<file path="src/sv/mcid_pkg.sv">
// ----------------------------------------------------------------------------
// mcid_pkg
// Shared types and constants for the multi-channel input debouncer.
// ----------------------------------------------------------------------------
package mcid_pkg;

	localparam int CHANNELS = 8;
	localparam int CH_W     = (CHANNELS > 1) ? $clog2(CHANNELS) : 1;
	localparam logic [CH_W-1:0] CH_LAST = CH_W'(CHANNELS - 1);

	// Widths fixed by the field list
	localparam int TIME_W  = 32;
	localparam int LEVEL_W = 8;
	localparam int DELAY_W = 16;
	localparam int SEL_W   = 3;
	localparam int CFG_W   = 16;
	localparam int IDX_W   = 3;
	localparam int IN_W    = 40;
	localparam int OUT_W   = 16;

	// Register reset values
	localparam logic [LEVEL_W-1:0] NC_MASK_RST        = 8'd0;
	localparam logic [SEL_W-1:0]   EXTEND_CHANNEL_RST  = 3'd4;
	localparam logic [SEL_W-1:0]   RETRACT_CHANNEL_RST = 3'd5;
	localparam logic [DELAY_W-1:0] EXTEND_DELAY_RST    = 16'd10;
	localparam logic [DELAY_W-1:0] RETRACT_DELAY_RST   = 16'd10;
	localparam logic [DELAY_W-1:0] BUTTON_DELAY_RST    = 16'd50;

	typedef enum logic [IDX_W-1:0] {
		CFG_NC_MASK          = 3'd0,
		CFG_EXTEND_CHANNEL   = 3'd1,
		CFG_RETRACT_CHANNEL  = 3'd2,
		CFG_EXTEND_DELAY     = 3'd3,
		CFG_RETRACT_DELAY    = 3'd4,
		CFG_BUTTON_DELAY     = 3'd5
	} cfg_index_t;

	// One state memory entry per channel
	typedef struct packed {
		logic              stable;
		logic              last;
		logic [TIME_W-1:0] change_time;
	} entry_t;

	// Result word, debounced states in the low byte
	typedef struct packed {
		logic [LEVEL_W-1:0] changed_mask;
		logic [LEVEL_W-1:0] debounced_states;
	} result_t;

endpackage

</file>
<file path="src/sv/multi_channel_input_debouncer.sv">
// ----------------------------------------------------------------------------
// multi_channel_input_debouncer
// Timestamp-based switch debouncer over a set of channels.
// ----------------------------------------------------------------------------
// Each request on the slave stream is one poll: a millisecond timestamp and
// the raw pin levels. Each poll yields exactly one result on the master
// stream with the debounced state vector and a mask of channels that changed.
// The configuration port holds the normally-closed mask, the two limit switch
// channel numbers and the three delays. The user must write it only while no
// poll is open; the block does not enforce this. Per-channel state (stable
// flag, last active flag, time of last change) is kept in a small synchronous
// RAM that is read, updated and written back one channel per cycle. A new
// poll is taken while the last channel of the previous one is read, so a
// poll can be taken before the previous one is through. Results pass through
// a two-entry buffer, and at most two polls may be open between input and
// output; when the receiver stalls with both taken, s_tready drops until a
// result is collected.
// Reset clears the configuration to its defaults and marks every memory entry
// as unwritten, which reads as inactive with a change time of zero; no
// clearing pass is needed.
// ----------------------------------------------------------------------------
module multi_channel_input_debouncer (
	input  logic                        clk,
	input  logic                        arst_n,
	input  logic                        s_tvalid,
	output logic                        s_tready,
	input  logic [mcid_pkg::IN_W-1:0]   s_tdata,   // now_ms[31:0], raw_levels[39:32]
	output logic                        m_tvalid,
	input  logic                        m_tready,
	output logic [mcid_pkg::OUT_W-1:0]  m_tdata,   // debounced_states[7:0], changed_mask[15:8]
	input  logic                        cfg_wr_en,
	input  logic [mcid_pkg::IDX_W-1:0]  cfg_index,
	input  logic [mcid_pkg::CFG_W-1:0]  cfg_wdata
);

	// Configuration registers
	logic [mcid_pkg::LEVEL_W-1:0] nc_mask_q;
	logic [mcid_pkg::SEL_W-1:0]   extend_channel_q;
	logic [mcid_pkg::SEL_W-1:0]   retract_channel_q;
	logic [mcid_pkg::DELAY_W-1:0] extend_delay_q;
	logic [mcid_pkg::DELAY_W-1:0] retract_delay_q;
	logic [mcid_pkg::DELAY_W-1:0] button_delay_q;

	always_ff @(posedge clk or negedge arst_n) begin
		if (!arst_n) begin
			nc_mask_q         <= mcid_pkg::NC_MASK_RST;
			extend_channel_q  <= mcid_pkg::EXTEND_CHANNEL_RST;
			retract_channel_q <= mcid_pkg::RETRACT_CHANNEL_RST;
			extend_delay_q    <= mcid_pkg::EXTEND_DELAY_RST;
			retract_delay_q   <= mcid_pkg::RETRACT_DELAY_RST;
			button_delay_q    <= mcid_pkg::BUTTON_DELAY_RST;
		end else if (cfg_wr_en) begin
			unique case (cfg_index)
				mcid_pkg::CFG_NC_MASK:         nc_mask_q         <= cfg_wdata[7:0];
				mcid_pkg::CFG_EXTEND_CHANNEL:  extend_channel_q  <= cfg_wdata[2:0];
				mcid_pkg::CFG_RETRACT_CHANNEL: retract_channel_q <= cfg_wdata[2:0];
				mcid_pkg::CFG_EXTEND_DELAY:    extend_delay_q    <= cfg_wdata;
				mcid_pkg::CFG_RETRACT_DELAY:   retract_delay_q   <= cfg_wdata;
				mcid_pkg::CFG_BUTTON_DELAY:    button_delay_q    <= cfg_wdata;
				default: ;
			endcase
		end
	end

	// ------------------------------------------------------------------
	// Issue stage: walks the channels of the current poll
	// ------------------------------------------------------------------
	logic                         busy_q;
	logic [mcid_pkg::CH_W-1:0]    ch_q;
	logic [mcid_pkg::TIME_W-1:0]  now_q;
	logic [mcid_pkg::LEVEL_W-1:0] levels_q;
	logic [1:0]                   open_q;     // polls accepted, result not yet taken
	logic                         issue_free;
	logic                         s_accept;
	logic                         m_accept;

	assign issue_free = !busy_q || (ch_q == mcid_pkg::CH_LAST);
	assign s_tready   = issue_free && (open_q != 2'd2);
	assign s_accept   = s_tvalid && s_tready;
	assign m_accept   = m_tvalid && m_tready;

	always_ff @(posedge clk or negedge arst_n) begin
		if (!arst_n) begin
			busy_q <= 1'b0;
			ch_q   <= '0;
			open_q <= 2'd0;
		end else begin
			if (s_accept) begin
				busy_q <= 1'b1;
				ch_q   <= '0;
			end else if (busy_q) begin
				if (ch_q == mcid_pkg::CH_LAST) begin
					busy_q <= 1'b0;
				end
				ch_q <= ch_q + mcid_pkg::CH_W'(1);
			end
			case ({s_accept, m_accept})
				2'b10:   open_q <= open_q + 2'd1;
				2'b01:   open_q <= open_q - 2'd1;
				default: open_q <= open_q;
			endcase
		end
	end

	always_ff @(posedge clk) begin
		if (s_accept) begin
			now_q    <= s_tdata[31:0];
			levels_q <= s_tdata[39:32];
		end
	end

	// Per-channel inputs worked out while the memory read is in flight.
	// Channels beyond the eighth see a low level and a clear mask bit.
	logic [31:0]                  ch_ext;
	logic                         level_bit;
	logic                         nc_bit;
	logic                         active_now;
	logic [mcid_pkg::DELAY_W-1:0] delay_now;

	always_comb begin
		ch_ext    = 32'(ch_q);
		level_bit = 1'b0;
		nc_bit    = 1'b0;
		if (ch_ext < 32'd8) begin
			level_bit = levels_q[ch_ext[2:0]];
			nc_bit    = nc_mask_q[ch_ext[2:0]];
		end
		active_now = nc_bit ? level_bit : ~level_bit;
		if (ch_ext == 32'(extend_channel_q)) begin
			delay_now = extend_delay_q;
		end else if (ch_ext == 32'(retract_channel_q)) begin
			delay_now = retract_delay_q;
		end else begin
			delay_now = button_delay_q;
		end
	end

	// ------------------------------------------------------------------
	// State memory and stage 1: read-modify-write of one channel
	// ------------------------------------------------------------------
	logic                         valid_s1;
	logic                         first_s1;
	logic                         last_s1;
	logic [mcid_pkg::CH_W-1:0]    ch_s1;
	logic [mcid_pkg::TIME_W-1:0]  now_s1;
	logic                         active_s1;
	logic [mcid_pkg::DELAY_W-1:0] delay_s1;
	logic                         written_s1;
	logic                         fwd_s1;
	mcid_pkg::entry_t             fwd_data_s1;
	logic [mcid_pkg::CHANNELS-1:0] written_q;

	mcid_pkg::entry_t rd_entry;
	mcid_pkg::entry_t cur_entry;
	mcid_pkg::entry_t new_entry;
	logic             changed_bit;
	logic [31:0]      elapsed;

	mcid_ram #(
		.WIDTH ($bits(mcid_pkg::entry_t)),
		.DEPTH (mcid_pkg::CHANNELS)
	) u_state_ram (
		.clk     (clk),
		.wr_en   (valid_s1),
		.wr_addr (ch_s1),
		.wr_data (new_entry),
		.rd_en   (busy_q),
		.rd_addr (ch_q),
		.rd_data (rd_entry)
	);

	always_ff @(posedge clk or negedge arst_n) begin
		if (!arst_n) begin
			valid_s1  <= 1'b0;
			written_q <= '0;
		end else begin
			valid_s1 <= busy_q;
			if (valid_s1) begin
				written_q[ch_s1] <= 1'b1;
			end
		end
	end

	// A write in the same cycle as a read of the same entry is forwarded,
	// which only happens with a single channel.
	always_ff @(posedge clk) begin
		first_s1    <= (ch_q == '0);
		last_s1     <= (ch_q == mcid_pkg::CH_LAST);
		ch_s1       <= ch_q;
		now_s1      <= now_q;
		active_s1   <= active_now;
		delay_s1    <= delay_now;
		written_s1  <= written_q[ch_q];
		fwd_s1      <= valid_s1 && (ch_s1 == ch_q);
		fwd_data_s1 <= new_entry;
	end

	always_comb begin
		if (fwd_s1) begin
			cur_entry = fwd_data_s1;
		end else if (written_s1) begin
			cur_entry = rd_entry;
		end else begin
			cur_entry = '0;
		end
		new_entry = cur_entry;
		if (active_s1 != cur_entry.last) begin
			new_entry.last        = active_s1;
			new_entry.change_time = now_s1;
		end
		elapsed     = now_s1 - new_entry.change_time;
		changed_bit = 1'b0;
		if ((elapsed > 32'(delay_s1)) && (new_entry.last != new_entry.stable)) begin
			new_entry.stable = new_entry.last;
			changed_bit      = 1'b1;
		end
	end

	// Collect the result bits of the poll
	logic [mcid_pkg::LEVEL_W-1:0] states_q;
	logic [mcid_pkg::LEVEL_W-1:0] changed_q;
	logic [mcid_pkg::LEVEL_W-1:0] states_nxt;
	logic [mcid_pkg::LEVEL_W-1:0] changed_nxt;
	logic [mcid_pkg::LEVEL_W-1:0] bit_sel;
	logic [31:0]                  ch_ext_s1;

	always_comb begin
		ch_ext_s1 = 32'(ch_s1);
		bit_sel   = '0;
		if (ch_ext_s1 < 32'd8) begin
			bit_sel = 8'd1 << ch_ext_s1[2:0];
		end
		states_nxt  = first_s1 ? '0 : states_q;
		changed_nxt = first_s1 ? '0 : changed_q;
		if (new_entry.stable) begin
			states_nxt = states_nxt | bit_sel;
		end
		if (changed_bit) begin
			changed_nxt = changed_nxt | bit_sel;
		end
	end

	always_ff @(posedge clk) begin
		if (valid_s1) begin
			states_q  <= states_nxt;
			changed_q <= changed_nxt;
		end
	end

	// ------------------------------------------------------------------
	// Two-entry result buffer
	// ------------------------------------------------------------------
	mcid_pkg::result_t res_q [2];
	logic              wr_ptr_q;
	logic              rd_ptr_q;
	logic [1:0]        fill_q;
	logic              push;

	assign push = valid_s1 && last_s1;

	always_ff @(posedge clk or negedge arst_n) begin
		if (!arst_n) begin
			wr_ptr_q <= 1'b0;
			rd_ptr_q <= 1'b0;
			fill_q   <= 2'd0;
		end else begin
			if (push) begin
				wr_ptr_q <= ~wr_ptr_q;
			end
			if (m_accept) begin
				rd_ptr_q <= ~rd_ptr_q;
			end
			case ({push, m_accept})
				2'b10:   fill_q <= fill_q + 2'd1;
				2'b01:   fill_q <= fill_q - 2'd1;
				default: fill_q <= fill_q;
			endcase
		end
	end

	always_ff @(posedge clk) begin
		if (push) begin
			res_q[wr_ptr_q] <= '{changed_mask: changed_nxt, debounced_states: states_nxt};
		end
	end

	assign m_tvalid = (fill_q != 2'd0);
	assign m_tdata  = res_q[rd_ptr_q];

endmodule

</file>
<file path="src/sv/mcid_ram.sv">
// ----------------------------------------------------------------------------
// mcid_ram
// Generic single-write, single-read RAM with a registered read port.
// ----------------------------------------------------------------------------
module mcid_ram #(
	parameter int WIDTH = 8,
	parameter int DEPTH = 8
) (
	input  logic                                  clk,
	input  logic                                  wr_en,
	input  logic [((DEPTH > 1) ? $clog2(DEPTH) : 1)-1:0] wr_addr,
	input  logic [WIDTH-1:0]                      wr_data,
	input  logic                                  rd_en,
	input  logic [((DEPTH > 1) ? $clog2(DEPTH) : 1)-1:0] rd_addr,
	output logic [WIDTH-1:0]                      rd_data
);

	logic [WIDTH-1:0] mem_q [DEPTH];

	always_ff @(posedge clk) begin
		if (wr_en) begin
			mem_q[wr_addr] <= wr_data;
		end
		if (rd_en) begin
			rd_data <= mem_q[rd_addr];
		end
	end

endmodule

</file>
<file path="config.mk">
export PLATFORM = sky130hd
export DESIGN_NAME = multi_channel_input_debouncer
export DESIGN_NICKNAME = d
export VERILOG_FILES = /design/src/sv/mcid_pkg.sv /design/src/sv/multi_channel_input_debouncer.sv /design/src/sv/mcid_ram.sv
export SDC_FILE = /design/constraint.sdc
export NUM_CORES = 1
export LEC_CHECK = 0
export ABC_CLOCK_PERIOD_IN_PS = 10200
export BUFFER_PORTS_ARGS = -buffer_cell sky130_fd_sc_hd__buf_2
export CAP_MARGIN = 20
export CORE_MARGIN = 3
export CORE_UTILIZATION = 60
export CTS_CLUSTER_DIAMETER = 40
export DETAILED_ROUTE_END_ITERATION = 10
export PLACE_DENSITY = 0.78
export SETUP_SLACK_MARGIN = 0.2
export SLEW_MARGIN = 20
export SYNTH_ARGS = -nofsm -noshare
export SYNTH_HDL_FRONTEND = slang
export SYNTH_SLANG_ARGS = --single-unit
</file>
<file path="constraint.sdc">
create_clock -name clk -period 10.2 [get_ports clk]
set_input_delay 0.51 -clock clk [delete_from_list [all_inputs] [get_ports clk]]
set_output_delay 0.51 -clock clk [all_outputs]
set_load 0.05 [all_outputs]
</file>
[After elaboration in Yosys (flattened, before gate mapping)]
Memory sizes are Yosys's and may differ from the RTL's. A register that Yosys moved wholly into a read port is not among the register bits.
Cells that the tools add are included.
Word-level totals
  output and inout port bits: 18
  bits in registers: 227
  bits of input ports: 64
  memories: 2
  memory bits (writable): 304
Operators by class
  equal/unequal tests: 16
  reductions and logical operators: 21
  $add $sub $neg: 6
  bitwise operators: 6
  magnitude comparators: 4
  multiplexer cells: 31
  shift-type cells: 1
Memories
  u_state_ram.mem_q: words 8, width 34, read ports 1, clocked after Yosys merged registers in 1, wr ports 1, line mcid_ram.sv:18  | logic [WIDTH-1:0] mem_q [DEPTH];
  res_q: words 2, width 16, read ports 1, clocked after Yosys merged registers in 0, wr ports 1, line multi_channel_input_debouncer.sv:253  | mcid_pkg::result_t res_q [2];
Operators by type and width (count)
  two-way mux 34 bit: 2
  two-way mux 33 bit: 1
  greater-than comparator 32 x 16 -> 1 bit: 1
  two-way mux 16 bit: 2
  two-way mux 8 bit: 4
  subtractor 32 bit: 1
  bitwise OR 8 bit: 3
  two-way mux 1 bit: 14
  AND reduction 2 bit: 6
  binary-select mux 1 bit (select 3 bit): 3
  == test 3 bit: 3
  == test 3 bit, second input constant: 3
  < comparator 3 x 4 -> 1 bit, second input constant: 2
  one-hot mux 2 bit (2 select lines): 2
  nonzero test 2 bit: 4
  << shifter 1 x 3 -> 8 bit, first input constant: 1
  logical AND 1 bit: 7
  == test 3 x 2 -> 1 bit, second input constant: 2
  zero test 3 bit: 2
  two-way mux 3 bit: 2
  adder 2 x 1 -> 2 bit, second input constant: 2
  == test 2 x 1 -> 1 bit, second input constant: 2
  == test 2 bit, second input constant: 2
  subtractor 2 x 1 -> 2 bit, second input constant: 2
  9 further kinds: 12

[Logic depth before layout (Yosys ltp)]
  depth after elaboration: 9
  mapped depth: 34
  mapped depth without buffers: 27

[Cells and area by module]
From an unflattened synthesis, not the netlist that was laid out.
Unflattened totals
  cells, all modules: 1533
  area total of the unflattened synthesis: 23880.4 um^2
By module, submodules not included
  multi_channel_input_debouncer: area each 12456.9 um^2, instances 1, cells an instance 1092
  mcid_ram: area each 11423.5 um^2, instances 1, cells an instance 441

[Least setup slack after synthesis]
OpenSTA, ideal clock, no wires.
  path type: flip-flop to flip-flop
  from: register fwd_s1
  to: memory u_state_ram.mem_q[0][33] (netlist bit) (data pin)
  stages on the path, launching flop included: 33
  setup slack: 2.378 ns
  path buffers: 6
  data arrival time: 7.517 ns
  cells stage by stage: dfxtp_1 buf_4 nor2b_1 clkbuf_1 buf_1 a22o_1 ha_1 buf_2 buf_1 clkbuf_1 a221oi_1 a21oi_1 ha_1 nor2b_1 o32ai_1 o22ai_1 and4b_1 nor3_1 nor2b_1 o21ai_0 nand2_1 a31oi_1 xnor2_1 ha_1 and3_1 a221o_1 a211oi_1 a22oi_1 or4_1 or4_4 nor4_4 mux2i_1 inv_1
RTL lines
  start: declaration: line multi_channel_input_debouncer.sv:149  | logic fwd_s1;
  start signal: assignment: line multi_channel_input_debouncer.sv:194  | fwd_s1 <= valid_s1 && (ch_s1 == ch_q);
  end: declaration: line mcid_ram.sv:18

==> out/qor.yml <==
setup_viol: 0
cp-end-kind: "flop"
die-area_um2: 41000
cts_buffers: 61
areaGrowthSynthToFinish_pct: 14.1
synth_edf_count: 394
worst_slew_margin_rel_pct: 29.2
grt_max_degree: 82
start_kind: "flop"
synth_flop_cell: "edfxtp_1"
top_layer: "met4"
cts_tree: "yes"
fin_nets: 1710
routabilityCongestion: 0.909
drive_gt1_share_pct: 26.9
syn_avg_cell_area_um2: 15.5
vias: 13000
rsz0062_at_grt: "no"
m1WireLength_um: 19800
critPathArrivalTime_ns: 8.74
drt-initial-drc-count: 1135
post_cts_resized: 0
core_area_um2: 37800
clock_path_buffers: 3
ys_seq_elements: 565
start_util_pct: 61.2
overflow: 0
seq_area_frac_synth_pct: 67.6
postSynthNetCount: 1610
nFillCells: 2465
dr_wl_met2_um: 23800
clock_sinks: 565
hpwlAfterDp_um: 28900
timing.final.crit_share_pct: 83.1
outcome: "finished clean"
dr_wl_met3_um: 3000
vias_per_cell: 6.02
num_rows: 71
die_w_um: 203
cap_viol_max_count: 0
crit_path_max_fanout: 42
antenna_found_initial: 0
drtAntennaViolNets: 0
fin_skew_ns: 0.0150
netlist_area_um2: 23200
min_period_ns: 8.48
finalHoldViolCount: 0
fmaxAchievable_mhz: 118
root_buffer: "clkbuf_16"
htree_num_levels: 2
wl_per_cell_um: 22.2
clk_latency_ns: 0.60
setup_tns_ns: 0
cts.clk_slew.worst_paths_ns: 0.06
routed_wirelength_um: 47800
drv_slew: 0
hold_path.class: "in -> reg"
syn_inst: 1493
port_buffers: 81
grt_pass1_vias: 13400
ios: 82
drc: 0
antenna_cells: 0
ys_types: 68
required_ns: 10.46
synthArstFlopShare_pct: 14.3
synth-warning-count: 0
drtPass1Iterations: 5
grt_pass1_wl_um: 75700
grt_usage_pct: 23.9
crit_type: "reg -> reg"
max_slew.worst_pin.slew_ns: 1.05
die-height_um: 203
## repair_timing
action                                  4_1_cts  5_1_grt
endpoints found under the setup margin        0        0
hold buffers                                  0        1
buffers inserted                              0        0
endpoints found under the hold margin         0       20
## critical path, cell delays in order (launching register included)
cell and delay [ns]:
dfxtp_2 0.68, nor2b_2 0.10, a22o_1 0.24, ha_2 0.77, a221oi_1 0.11, a21oi_1 0.54, ha_1 0.31, nor2b_1 0.06
o32ai_1 0.13, o22ai_1 0.18, and4b_1 0.34, nor3_1 0.31, nor2b_1 0.08, o21ai_0 0.14, nand2_1 0.10, a31oi_1 0.21
xnor2_1 0.14, ha_1 0.25, and3_1 0.20, a221o_1 0.34, a211oi_1 0.25, a22oi_1 0.12, or4_1 0.53, or4_4 0.44
nor4_4 0.35, mux2i_1 0.84, inv_1 0.33
## per-layer routing
| metal | vias up | GRT usage (%) |
|---|---|---|
| li1 | 5900 | - |
| met1 | 6587 | 33.4 |
| met2 | 427 | 39.6 |
| met3 | 81 | 3.51 |
| met4 | 0 | 7.55 |
| met5 | - | 0 |
## cells in the final DEF, fill, tap and decap left out, drive strengths merged, types with 26 or more instances in the layout
cell type | Yosys | final
mux4 | 74 | 74
a22oi | 30 | 30
edfxtp | 394 | 394
o21a | 26 | 26
inv | 82 | 91
ha | 52 | 52
nand2 | 71 | 71
o21ai | 35 | 35
dfrtp | 71 | 71
buf | 16 | 101
nor2 | 62 | 62
a21oi | 65 | 65
clkbuf | 49 | 73
mux2 | 115 | 115
dfxtp | 90 | 90
## final cells by class
class	count	area (um^2)	area share (%)
clock buffer	73	1640	6.22
clock inverter	43	563	2.13
inverter	83	312	1.18
multi-input combinational	780	7020	26.5
sequential	565	15700	59.3
tap	511	639	2.42
timing repair buffer	102	584	2.21
## cell usage after synthesis, drive strengths merged, types with 35 or more instances
cell    number  share of area (%)
a21oi       65                1.4
clkbuf      49               0.79
dfrtp       71                7.7
dfxtp       90                7.8
edfxtp     394                 51
ha          52                2.8
inv         82                1.3
mux2       115                5.6
mux4        74                7.2
nand2       71                1.1
nor2        62                1.0
o21ai       35               0.76
## path summary, 6_finish.rpt
| kind | from | endpoint | slack, ns | cells after the start |
|---|---|---|---|---|
| worst max-delay path | fwd_s1$_DFF_P_ | u_state_ram.mem_q[5][33]$_DFFE_PP_ | 1.72 | 26 |
| worst min-delay path | s_tdata[2] | now_q[2]$_DFFE_PP_ | 0.08 | 1 |
| worst min register to register | now_q[1]$_DFFE_PP_ | now_s1[1]$_DFF_P_ | 0.34 | 0 |
| min in group asynchronous | arst_n | nc_mask_q[3]$_DFFE_PN0P_ | 0.50 | 2 |
| worst max register to register | fwd_s1$_DFF_P_ | u_state_ram.mem_q[5][33]$_DFFE_PP_ | 1.72 | 26 |
| max in group asynchronous | arst_n | ch_q[1]$_DFFE_PN0P_ | 9.12 | 2 |
## state kept, by name (all words and copies together), names as in the netlist, 16 cells and up
name,count
u_state_ram.mem_q,272
fwd_data_s1,34
u_state_ram.rd_data,34
now_q,32
now_s1,32
res_q,32
button_delay_q,16
delay_s1,16
extend_delay_q,16
retract_delay_q,16
## cell families after synthesis
kind of cell | count (synthesis) | share of synthesized area (%)
DFF | 565 | 67.6
adders and majority gates | 53 | 2.89
muxes | 211 | 13.7
xor gates and xnor gates | 44 | 1.66
and+or+nand+nor | 241 | 5.18
AOI/OAI and AO/OA | 231 | 6.49
buffers and inverters | 148 | 2.42
## through the flow
step                      cells  setup slack (ns)  util (%)  hold WS (ns)  instance area [um^2]
after floorplan            1493              2.38         -         0.214                 23200
after global placement     2039              2.01      64.0         0.324                 24200
after detailed placement   2039              1.86      64.0         0.329                 24200
after CTS                  2155              1.85      69.8        0.0373                 26400
after global routing       2157              1.11      69.9        0.0571                 26400
final                      2157              1.72      69.9        0.0815                 26400
Power is not shown: default switching activity piles up to over one toggle a cycle in this logic, so the estimate is an artifact.
